File: src/hw/rtl/csvfs_pkg.sv
// Shared types and constants for the comma-separated field splitter.
// Depends on nothing; every other file of the block but csvfs_if refers to it by scoped names.
`default_nettype none

package csvfs_pkg;

    // Character codes that steer the parse.
    localparam logic [7:0] QUOTE_CHAR = 8'h22;
    localparam logic [7:0] COMMA_CHAR = 8'h2C;

    // Most results that one text byte can cause.
    localparam int MAX_RESULTS = 3;

    // Configuration register map, by register index.
    localparam logic REG_COLLAPSE = 1'b0;
    localparam logic REG_ALLOW    = 1'b1;

    // Width of the configuration address.
    localparam int ADDR_W = 3;

    // Parser modes.
    typedef enum logic [2:0] {
        MODE_START  = 3'd0,
        MODE_PLAIN  = 3'd1,
        MODE_QUOTED = 3'd2,
        MODE_QSEEN  = 3'd3,
        MODE_SKIP   = 3'd4
    } mode_t;

    // Result kinds.
    typedef enum logic [1:0] {
        KIND_BYTE  = 2'd0,
        KIND_END   = 2'd1,
        KIND_ERROR = 2'd2
    } kind_t;

    // Configuration as seen by the parser.
    typedef struct packed {
        logic collapse_quote_pairs;
        logic allow_inner_quotes;
    } cfg_t;

    // One result.
    typedef struct packed {
        kind_t      kind;
        logic [7:0] field_byte;
    } result_t;

    // All results caused by one text byte.
    typedef struct packed {
        logic [1:0]                     count;
        logic                           line_end;
        result_t [MAX_RESULTS-1:0]      res;
    } bundle_t;

    // Hand-off from the parser to the result buffer.
    typedef struct packed {
        logic    load;
        bundle_t bundle;
    } xfer_t;

endpackage

`default_nettype wire

File: src/hw/rtl/csvfs_if.sv
// Valid/ready channel interfaces for the text input and the result output.
// Depends on nothing; used by the top level, the parser and the result buffer.
`default_nettype none

interface csvfs_in_if;
    logic       valid;
    logic       ready;
    logic [7:0] text_byte;
    logic       line_end;

    modport source (output valid, output text_byte, output line_end, input ready);
    modport sink   (input valid, input text_byte, input line_end, output ready);
endinterface

interface csvfs_out_if;
    logic       valid;
    logic       ready;
    logic [1:0] kind;
    logic [7:0] field_byte;
    logic       line_done;
    logic       run_last;

    modport source (output valid, output kind, output field_byte, output line_done,
                    output run_last, input ready);
    modport sink   (input valid, input kind, input field_byte, input line_done,
                    input run_last, output ready);
endinterface

`default_nettype wire

File: src/hw/rtl/csvfs_regs.sv
// APB-style configuration registers of the field splitter.
// Depends on csvfs_pkg for the register map and the configuration struct.
`default_nettype none

module csvfs_regs (
    input  wire logic                          clk,
    input  wire logic                          rst_n,
    input  wire logic                          psel,
    input  wire logic                          penable,
    input  wire logic                          pwrite,
    input  wire logic [csvfs_pkg::ADDR_W-1:0]  paddr,
    input  wire logic [31:0]                   pwdata,
    output logic      [31:0]                   prdata,
    output logic                               pready,
    output csvfs_pkg::cfg_t                    cfg
);

    logic collapse_reg;
    logic allow_reg;
    logic wr_en;

    // Registers sit on 32-bit word addresses; the index is the word number.
    assign wr_en  = psel && penable && pwrite;
    assign pready = 1'b1;

    // Register write at the access phase.
    always_ff @(posedge clk or negedge rst_n)
    begin
        if (!rst_n)
        begin
            collapse_reg <= 1'b1;
            allow_reg    <= 1'b1;
        end
        else if (wr_en)
        begin
            unique case (paddr[2])
                csvfs_pkg::REG_COLLAPSE: collapse_reg <= pwdata[0];
                csvfs_pkg::REG_ALLOW:    allow_reg    <= pwdata[0];
                default:                 collapse_reg <= collapse_reg;
            endcase
        end
    end

    // Read back.
    always_comb
    begin
        unique case (paddr[2])
            csvfs_pkg::REG_COLLAPSE: prdata = {31'd0, collapse_reg};
            csvfs_pkg::REG_ALLOW:    prdata = {31'd0, allow_reg};
            default:                 prdata = 32'd0;
        endcase
    end

    assign cfg.collapse_quote_pairs = collapse_reg;
    assign cfg.allow_inner_quotes   = allow_reg;

endmodule

`default_nettype wire

File: src/hw/rtl/csvfs_parser.sv
// Input register, parse-mode register and the per-byte result decoder.
// Depends on csvfs_pkg and csvfs_if; feeds the result buffer through an xfer_t.
`default_nettype none

module csvfs_parser (
    input  wire logic             clk,
    input  wire logic             rst_n,
    csvfs_in_if.sink              in_ch,
    input  wire csvfs_pkg::cfg_t  cfg,
    input  wire logic             buf_free,
    output csvfs_pkg::xfer_t      xfer
);

    logic                  hold_valid_reg;
    logic [7:0]            text_byte_reg;
    logic                  line_end_reg;
    csvfs_pkg::mode_t      mode_reg;
    csvfs_pkg::mode_t      mode_next;
    csvfs_pkg::bundle_t    bundle;
    logic                  step;

    // The held byte moves on when its results fit, or when it has none.
    assign step         = hold_valid_reg && (buf_free || (bundle.count == 2'd0));
    assign in_ch.ready  = !hold_valid_reg || step;
    assign xfer.load    = step && (bundle.count != 2'd0);
    assign xfer.bundle  = bundle;

    // Input register control.
    always_ff @(posedge clk or negedge rst_n)
    begin
        if (!rst_n)
        begin
            hold_valid_reg <= 1'b0;
        end
        else if (in_ch.ready)
        begin
            hold_valid_reg <= in_ch.valid;
        end
    end

    // Input payload.
    always_ff @(posedge clk)
    begin
        if (in_ch.valid && in_ch.ready)
        begin
            text_byte_reg <= in_ch.text_byte;
            line_end_reg  <= in_ch.line_end;
        end
    end

    // Parse mode advances once per byte.
    always_ff @(posedge clk or negedge rst_n)
    begin
        if (!rst_n)
        begin
            mode_reg <= csvfs_pkg::MODE_START;
        end
        else if (step)
        begin
            mode_reg <= mode_next;
        end
    end

    // Decode one byte into its list of results and the next mode.
    always_comb
    begin
        logic [1:0]       n;
        logic             err;
        logic             is_q;
        logic             is_c;
        csvfs_pkg::mode_t m;

        n      = 2'd0;
        err    = 1'b0;
        m      = mode_reg;
        is_q   = (text_byte_reg == csvfs_pkg::QUOTE_CHAR);
        is_c   = (text_byte_reg == csvfs_pkg::COMMA_CHAR);
        bundle = '0;
        bundle.line_end = line_end_reg;

        unique case (mode_reg)
            csvfs_pkg::MODE_QSEEN:
            begin
                if (is_q && cfg.collapse_quote_pairs)
                begin
                    // Doubled quote stands for one quote.
                    bundle.res[n] = '{kind: csvfs_pkg::KIND_BYTE,
                                      field_byte: csvfs_pkg::QUOTE_CHAR};
                    n   = n + 2'd1;
                    m   = csvfs_pkg::MODE_QUOTED;
                    err = line_end_reg;
                end
                else if (is_c)
                begin
                    bundle.res[n] = '{kind: csvfs_pkg::KIND_END, field_byte: 8'd0};
                    n = n + 2'd1;
                    m = csvfs_pkg::MODE_START;
                    if (line_end_reg)
                    begin
                        bundle.res[n] = '{kind: csvfs_pkg::KIND_END, field_byte: 8'd0};
                        n = n + 2'd1;
                    end
                end
                else if (cfg.allow_inner_quotes)
                begin
                    // The pending quote was content after all.
                    bundle.res[n] = '{kind: csvfs_pkg::KIND_BYTE,
                                      field_byte: csvfs_pkg::QUOTE_CHAR};
                    n = n + 2'd1;
                    if (is_q)
                    begin
                        m = csvfs_pkg::MODE_QSEEN;
                        if (line_end_reg)
                        begin
                            bundle.res[n] = '{kind: csvfs_pkg::KIND_END, field_byte: 8'd0};
                            n = n + 2'd1;
                        end
                    end
                    else
                    begin
                        bundle.res[n] = '{kind: csvfs_pkg::KIND_BYTE,
                                          field_byte: text_byte_reg};
                        n   = n + 2'd1;
                        m   = csvfs_pkg::MODE_QUOTED;
                        err = line_end_reg;
                    end
                end
                else
                begin
                    // Strict mode: the field closed, and garbage follows.
                    bundle.res[n] = '{kind: csvfs_pkg::KIND_END, field_byte: 8'd0};
                    n   = n + 2'd1;
                    m   = csvfs_pkg::MODE_SKIP;
                    err = line_end_reg;
                end
            end
            csvfs_pkg::MODE_QUOTED:
            begin
                if (is_q)
                begin
                    m = csvfs_pkg::MODE_QSEEN;
                    if (line_end_reg)
                    begin
                        bundle.res[n] = '{kind: csvfs_pkg::KIND_END, field_byte: 8'd0};
                        n = n + 2'd1;
                    end
                end
                else
                begin
                    bundle.res[n] = '{kind: csvfs_pkg::KIND_BYTE, field_byte: text_byte_reg};
                    n   = n + 2'd1;
                    err = line_end_reg;
                end
            end
            csvfs_pkg::MODE_SKIP:
            begin
                err = line_end_reg;
            end
            default:
            begin
                // Field start, unquoted field, and any undefined code.
                if (mode_reg != csvfs_pkg::MODE_PLAIN && is_q)
                begin
                    m   = csvfs_pkg::MODE_QUOTED;
                    err = line_end_reg;
                end
                else if (is_c)
                begin
                    bundle.res[n] = '{kind: csvfs_pkg::KIND_END, field_byte: 8'd0};
                    n = n + 2'd1;
                    m = csvfs_pkg::MODE_START;
                    if (line_end_reg)
                    begin
                        bundle.res[n] = '{kind: csvfs_pkg::KIND_END, field_byte: 8'd0};
                        n = n + 2'd1;
                    end
                end
                else
                begin
                    bundle.res[n] = '{kind: csvfs_pkg::KIND_BYTE, field_byte: text_byte_reg};
                    n = n + 2'd1;
                    m = csvfs_pkg::MODE_PLAIN;
                    if (line_end_reg)
                    begin
                        bundle.res[n] = '{kind: csvfs_pkg::KIND_END, field_byte: 8'd0};
                        n = n + 2'd1;
                    end
                end
            end
        endcase

        // A format error is reported once, as the last result of the line.
        if (err)
        begin
            bundle.res[n] = '{kind: csvfs_pkg::KIND_ERROR, field_byte: 8'd0};
            n = n + 2'd1;
        end

        bundle.count = n;
        mode_next    = line_end_reg ? csvfs_pkg::MODE_START : m;
    end

endmodule

`default_nettype wire

File: src/hw/rtl/csvfs_result_buf.sv
// Result register that holds the results of one byte and hands them out in order.
// Depends on csvfs_pkg and csvfs_if; loaded by the parser.
`default_nettype none

module csvfs_result_buf (
    input  wire logic              clk,
    input  wire logic              rst_n,
    input  wire csvfs_pkg::xfer_t  xfer,
    output logic                   buf_free,
    csvfs_out_if.source            out_ch
);

    logic                 valid_reg;
    logic [1:0]           idx_reg;
    csvfs_pkg::bundle_t   bundle_reg;
    csvfs_pkg::result_t   cur;
    logic                 is_last;
    logic                 taken;

    assign cur      = bundle_reg.res[idx_reg];
    assign is_last  = (idx_reg == (bundle_reg.count - 2'd1));
    assign taken    = valid_reg && out_ch.ready;
    assign buf_free = !valid_reg || (taken && is_last);

    // Output port.
    assign out_ch.valid      = valid_reg;
    assign out_ch.kind       = cur.kind;
    assign out_ch.field_byte = cur.field_byte;
    assign out_ch.run_last   = is_last;
    assign out_ch.line_done  = is_last && bundle_reg.line_end;

    // Occupancy and read position.
    always_ff @(posedge clk or negedge rst_n)
    begin
        if (!rst_n)
        begin
            valid_reg <= 1'b0;
            idx_reg   <= 2'd0;
        end
        else if (xfer.load)
        begin
            valid_reg <= 1'b1;
            idx_reg   <= 2'd0;
        end
        else if (taken)
        begin
            if (is_last)
            begin
                valid_reg <= 1'b0;
            end
            else
            begin
                idx_reg <= idx_reg + 2'd1;
            end
        end
    end

    // Result payload.
    always_ff @(posedge clk)
    begin
        if (xfer.load)
        begin
            bundle_reg <= xfer.bundle;
        end
    end

endmodule

`default_nettype wire

File: src/hw/rtl/csv_field_splitter.sv
// Top level of the comma-separated field splitter.
// Depends on csvfs_pkg, csvfs_if, csvfs_regs, csvfs_parser and csvfs_result_buf.
`default_nettype none

// The splitter takes one byte of a text line per transaction on in_ch, with
// line_end set on the line's last byte, and gives field bytes, field-end markers
// and format-error markers on out_ch, one result per transaction, with run_last on
// the last result of each byte and line_done on the last result of each line. A
// byte passes through an input register and then a result register, from which
// its results are offered on out_ch; it waits in the input register while the
// result register is still busy. The block takes one byte per cycle as long as
// each byte causes at most one result and out_ch is not stalled; a byte that
// causes two or three results occupies the result register until all of them
// are handed out, one result per cycle while out_ch is ready, and input is held
// meanwhile. Bytes that cause no result never wait on the output. The user must
// write the two configuration registers over the APB port, at byte addresses 0
// and 4, only while the block is idle; the block itself does not enforce this.
module csv_field_splitter (
    input  wire logic                          clk,
    input  wire logic                          rst_n,
    csvfs_in_if.sink                           in_ch,
    csvfs_out_if.source                        out_ch,
    input  wire logic                          psel,
    input  wire logic                          penable,
    input  wire logic                          pwrite,
    input  wire logic [csvfs_pkg::ADDR_W-1:0]  paddr,
    input  wire logic [31:0]                   pwdata,
    output logic      [31:0]                   prdata,
    output logic                               pready
);

    csvfs_pkg::cfg_t   cfg;
    csvfs_pkg::xfer_t  xfer;
    logic              buf_free;

    // Configuration registers.
    csvfs_regs u_regs (
        .clk     (clk),
        .rst_n   (rst_n),
        .psel    (psel),
        .penable (penable),
        .pwrite  (pwrite),
        .paddr   (paddr),
        .pwdata  (pwdata),
        .prdata  (prdata),
        .pready  (pready),
        .cfg     (cfg)
    );

    // Input register and decoder.
    csvfs_parser u_parser (
        .clk      (clk),
        .rst_n    (rst_n),
        .in_ch    (in_ch),
        .cfg      (cfg),
        .buf_free (buf_free),
        .xfer     (xfer)
    );

    // Result register and output sequencing.
    csvfs_result_buf u_result_buf (
        .clk      (clk),
        .rst_n    (rst_n),
        .xfer     (xfer),
        .buf_free (buf_free),
        .out_ch   (out_ch)
    );

endmodule

`default_nettype wire

File: src/flat_wrapper.sv
// flat-port wrapper written by rule: the top's interface ports become plain ports
module csv_field_splitter_flat 
  (clk, rst_n, psel, penable, pwrite, paddr, pwdata, prdata, pready, in_ch_valid, in_ch_text_byte, in_ch_line_end, in_ch_ready, out_ch_valid, out_ch_kind, out_ch_field_byte, out_ch_line_done, out_ch_run_last, out_ch_ready);
  csvfs_in_if in_ch_i ();
  csvfs_out_if out_ch_i ();
  input  wire logic clk;
  input  wire logic rst_n;
  input  wire logic psel;
  input  wire logic penable;
  input  wire logic pwrite;
  input  wire logic [csvfs_pkg::ADDR_W-1:0] paddr;
  input  wire logic [31:0] pwdata;
  output logic      [31:0] prdata;
  output logic pready;
  input wire logic [$bits(in_ch_i.valid)-1:0] in_ch_valid;
  input wire logic [$bits(in_ch_i.text_byte)-1:0] in_ch_text_byte;
  input wire logic [$bits(in_ch_i.line_end)-1:0] in_ch_line_end;
  output wire logic [$bits(in_ch_i.ready)-1:0] in_ch_ready;
  output wire logic [$bits(out_ch_i.valid)-1:0] out_ch_valid;
  output wire logic [$bits(out_ch_i.kind)-1:0] out_ch_kind;
  output wire logic [$bits(out_ch_i.field_byte)-1:0] out_ch_field_byte;
  output wire logic [$bits(out_ch_i.line_done)-1:0] out_ch_line_done;
  output wire logic [$bits(out_ch_i.run_last)-1:0] out_ch_run_last;
  input wire logic [$bits(out_ch_i.ready)-1:0] out_ch_ready;
  assign in_ch_i.valid = in_ch_valid;
  assign in_ch_i.text_byte = in_ch_text_byte;
  assign in_ch_i.line_end = in_ch_line_end;
  assign in_ch_ready = in_ch_i.ready;
  assign out_ch_valid = out_ch_i.valid;
  assign out_ch_kind = out_ch_i.kind;
  assign out_ch_field_byte = out_ch_i.field_byte;
  assign out_ch_line_done = out_ch_i.line_done;
  assign out_ch_run_last = out_ch_i.run_last;
  assign out_ch_i.ready = out_ch_ready;
  csv_field_splitter u_core (.clk(clk), .rst_n(rst_n), .in_ch(in_ch_i), .out_ch(out_ch_i), .psel(psel), .penable(penable), .pwrite(pwrite), .paddr(paddr), .pwdata(pwdata), .prdata(prdata), .pready(pready));
endmodule
File: config.mk
export PLATFORM = sky130hd
export DESIGN_NAME = csv_field_splitter_flat
export DESIGN_NICKNAME = d
export VERILOG_FILES = /design/src/hw/rtl/csvfs_pkg.sv /design/src/hw/rtl/csvfs_if.sv /design/src/hw/rtl/csvfs_regs.sv /design/src/hw/rtl/csvfs_parser.sv /design/src/hw/rtl/csvfs_result_buf.sv /design/src/hw/rtl/csv_field_splitter.sv /design/src/flat_wrapper.sv
export SDC_FILE = /design/constraint.sdc
export NUM_CORES = 1
export LEC_CHECK = 0
export BUFFER_PORTS_ARGS = -buffer_cell sky130_fd_sc_hd__buf_2
export CAP_MARGIN = 0
export CORE_MARGIN = 1
export CORE_UTILIZATION = 45
export CTS_CLUSTER_SIZE = 30
export DETAILED_ROUTE_END_ITERATION = 7
export GPL_ROUTABILITY_DRIVEN = 0
export PLACE_DENSITY = 0.73
export SYNTH_ARGS = -nofsm -noshare
export SYNTH_HDL_FRONTEND = slang
export SYNTH_SLANG_ARGS = --single-unit
File: constraint.sdc
create_clock -name clk -period 4.1 [get_ports clk]
set_input_delay 0.615 -clock clk [delete_from_list [all_inputs] [get_ports clk]]
set_output_delay 0.615 -clock clk [all_outputs]
set_load 0.05 [all_outputs]
==> run metrics <==
final net count ~340; number of synthesized flops with an enable pin 33; DP Area roughly 2700 sq um; initial DRC count 118; P_leak about 1.2 nW; Mapped Area 2570 sq um; mux share of post-synthesis cell area roughly 7.0%; count of warnings emitted by yosys 0; worst endpoint required time between 3000 and 4000 ps; Rows 27; via count 1,826; Die W about 78 um; prevailing post-synth register cell edfxtp_1; Die Y 77.6 um; vias in the first global route 1,708; Worst path max stage delay about 620 ps; Seq cells post-synth between 40 and 50; clk_skew ~11 ps; post-route cell area roughly 2800 sq um; crit-path cells or4b_4, nor3_2, o221ai_2, nor3b_1, ha_1, inv_1, a211oi_2, a31oi_1, o21ai_2, or2_1, buf_2; diodes inserted 0; Setup Crit Path Kind flip-flop to output pin; nature of the critical path endpoint output pin; largest family of logic cells by synthesized area simple AND/OR/NAND/NOR gates; power density over the cells approximately 610 nW/um^2; CTS max path bufs 2; Adder-Cell Fraction of Synth Area 1.46%; Pins Over Slew Limit 0; post-synth top area share around two fifths; share of layout cells above drive strength 1 23.9%; hpwl dp 3.38 mm; GRT overflow 0; setup TNS 0 ps; CTS root buf clkbuf_8; Tot GR Track Use 16.7%; 1st-pass router iterations 6; placed cell count 346; Worst EP arrival 3310 ps; Clock Sinks 42; register area share after synthesis between 40% and 50%; CP startpoint kind flip-flop; average size of a mapped cell 10.4 sq um; R2R depth 11; Avg WL per Cell 12.5 um; final hold violations 0; Pwr Total 1.71 mW; synth unique cells 54; ys async rst share between 20% and 30%; register-to-register setup slack between 600 and 700 ps; post-route ant nets 0; Worst Path Max Fanout 5; Initial Util between 40% and 50%; io pins 98; clock-pin slew on the worst setup and hold paths 70 ps; PortBufs 32; final setup fails 0; WHS 158 ps; Worst-Skew Late Latency 300 ps; area delta synth->final 9.44%; top area cells in the synthesized netlist edfxtp_1 39%, buf_4 9.3%, dfrtp_1 6.8%; Slew HR 54.2%; status finished clean; Inserted Clock Buffers 5; Gate Count Post-Synth 247; Post-route DRC 0; die area 6020 sq um; start of the worst register-to-register path u_core.u_parser.text_byte_reg[7]; cell taking the most area after synthesis edfxtp_1; initial antenna violation count 0; Post-Synth XOR/XNOR Area between 1 and 1.5%; final wirelength ~4.4 mm; Final Instance Count excl. Fillers 356; CTS tree yes; vias per cell 5.13; global-route wire length before repair 7.68 mm; simple-gate portion of the synthesized area 19.5%; most frequent cells in the layout 33 x edfxtp_1, 32 x conb_1, 32 x buf_2, 21 x nor2_1; fmax 0.255 GHz; Worst Hold Class input port to async pin; commonest non-fill, non-tap cell in the layout edfxtp_1; Synth Area in Compound Gates a little over a tenth; beginning of the critical path u_core.u_parser.text_byte_reg[7]; Worst-Margin Slew 686 ps; period utilization 95.6%; pin count of the biggest net entering global routing 24; CP max-delay cell or4b_4; H-tree Lvls 2; core box area roughly 5500 sq um; Worst VDD drop 0.253 mV; post-layout min period 3920 ps; max FFs per register 24; Max Cap Viol 0
[final cells by class]
type	count	area [sq um]
sequential	42	1220
timing repair buffer	39	213
inverter	13	48.8
multi-input combinational	182	1160
fill	489	2690
clock inverter	2	13.8
tap	72	90.1
clock buffer	6	72.6
[critical path, delay by kind of cell, from the launching register on]
family | cells | cell delay, ps
AND/OR/NAND/NOR | 4 | 1200
AO/OA/AOI/OAI | 4 | 750
flip-flops | 1 | 460
buffers and inverters | 2 | 300
adder cells (fa/ha/maj) | 1 | 290
[logic make-up (layout without fill, tap and decap cells)]
logic type,after synthesis,in the layout
XOR/XNOR,3,3
other,2,32
buffers and inverters,53,60
AND/OR/NAND/NOR,89,89
adder cells (fa/ha/maj),3,3
flip-flops,42,42
AO/OA/AOI/OAI,38,38
multiplexers,17,17
[power breakdown]
part	switching (mW)	internal, mW	leakage (nW)	total [mW]
Combinational	0.538	0.224	0.768	0.762
Clock	0.135	0.120	0.0452	0.255
Sequential	0.111	0.585	0.409	0.697
[cell usage after synthesis (all sizes together) (5+ instances only)]
cell / n
nand2: 13
nor2: 22
buf: 34
nor2b: 6
and2: 12
and3: 5
mux2: 7
dfrtp: 7
a21oi: 9
mux2i: 10
clkbuf: 6
nand2b: 5
inv: 13
edfxtp: 33
nand3: 6
o21ai: 6
[routing by layer]
layer  share of wire, %  vias up  GRT usage [%]  routed length (um)
li1                   -      880              -                   -
met2                 48       95           27.1                2140
met3                6.8       12           3.65                 301
met1                 41      839           20.1                1840
met5                  0        -              0                   0
met4                3.5        0           10.6                 156
[what timing repair did]
item	4_1_cts	5_1_grt
endpoints found under the setup margin	0	1
hold endpoints to repair	0	0
hold buffers	0	0
gates resized for setup	0	2
buffers inserted	0	2
[path summary, 6_finish.rpt]
check	to
max	in_ch_ready
min	u_core.u_result_buf.idx_reg[1]
max reg2reg	u_core.u_parser.line_end_reg
min reg2reg	u_core.u_result_buf.out_ch.valid
max in group asynchronous	u_core.u_regs.allow_reg
min in group clk	u_core.u_parser.text_byte_reg[0]
[per-stage QoR]
stage / setup slack, ps / util [%]
floorplan: 297 / -
global placement: 341 / 49.1
detailed placement: 346 / 49.1
CTS: 3.52 / 50.6
global route: -45.0 / 51.1
finish: 179 / 51.1
(Power assumes the default switching activity.)
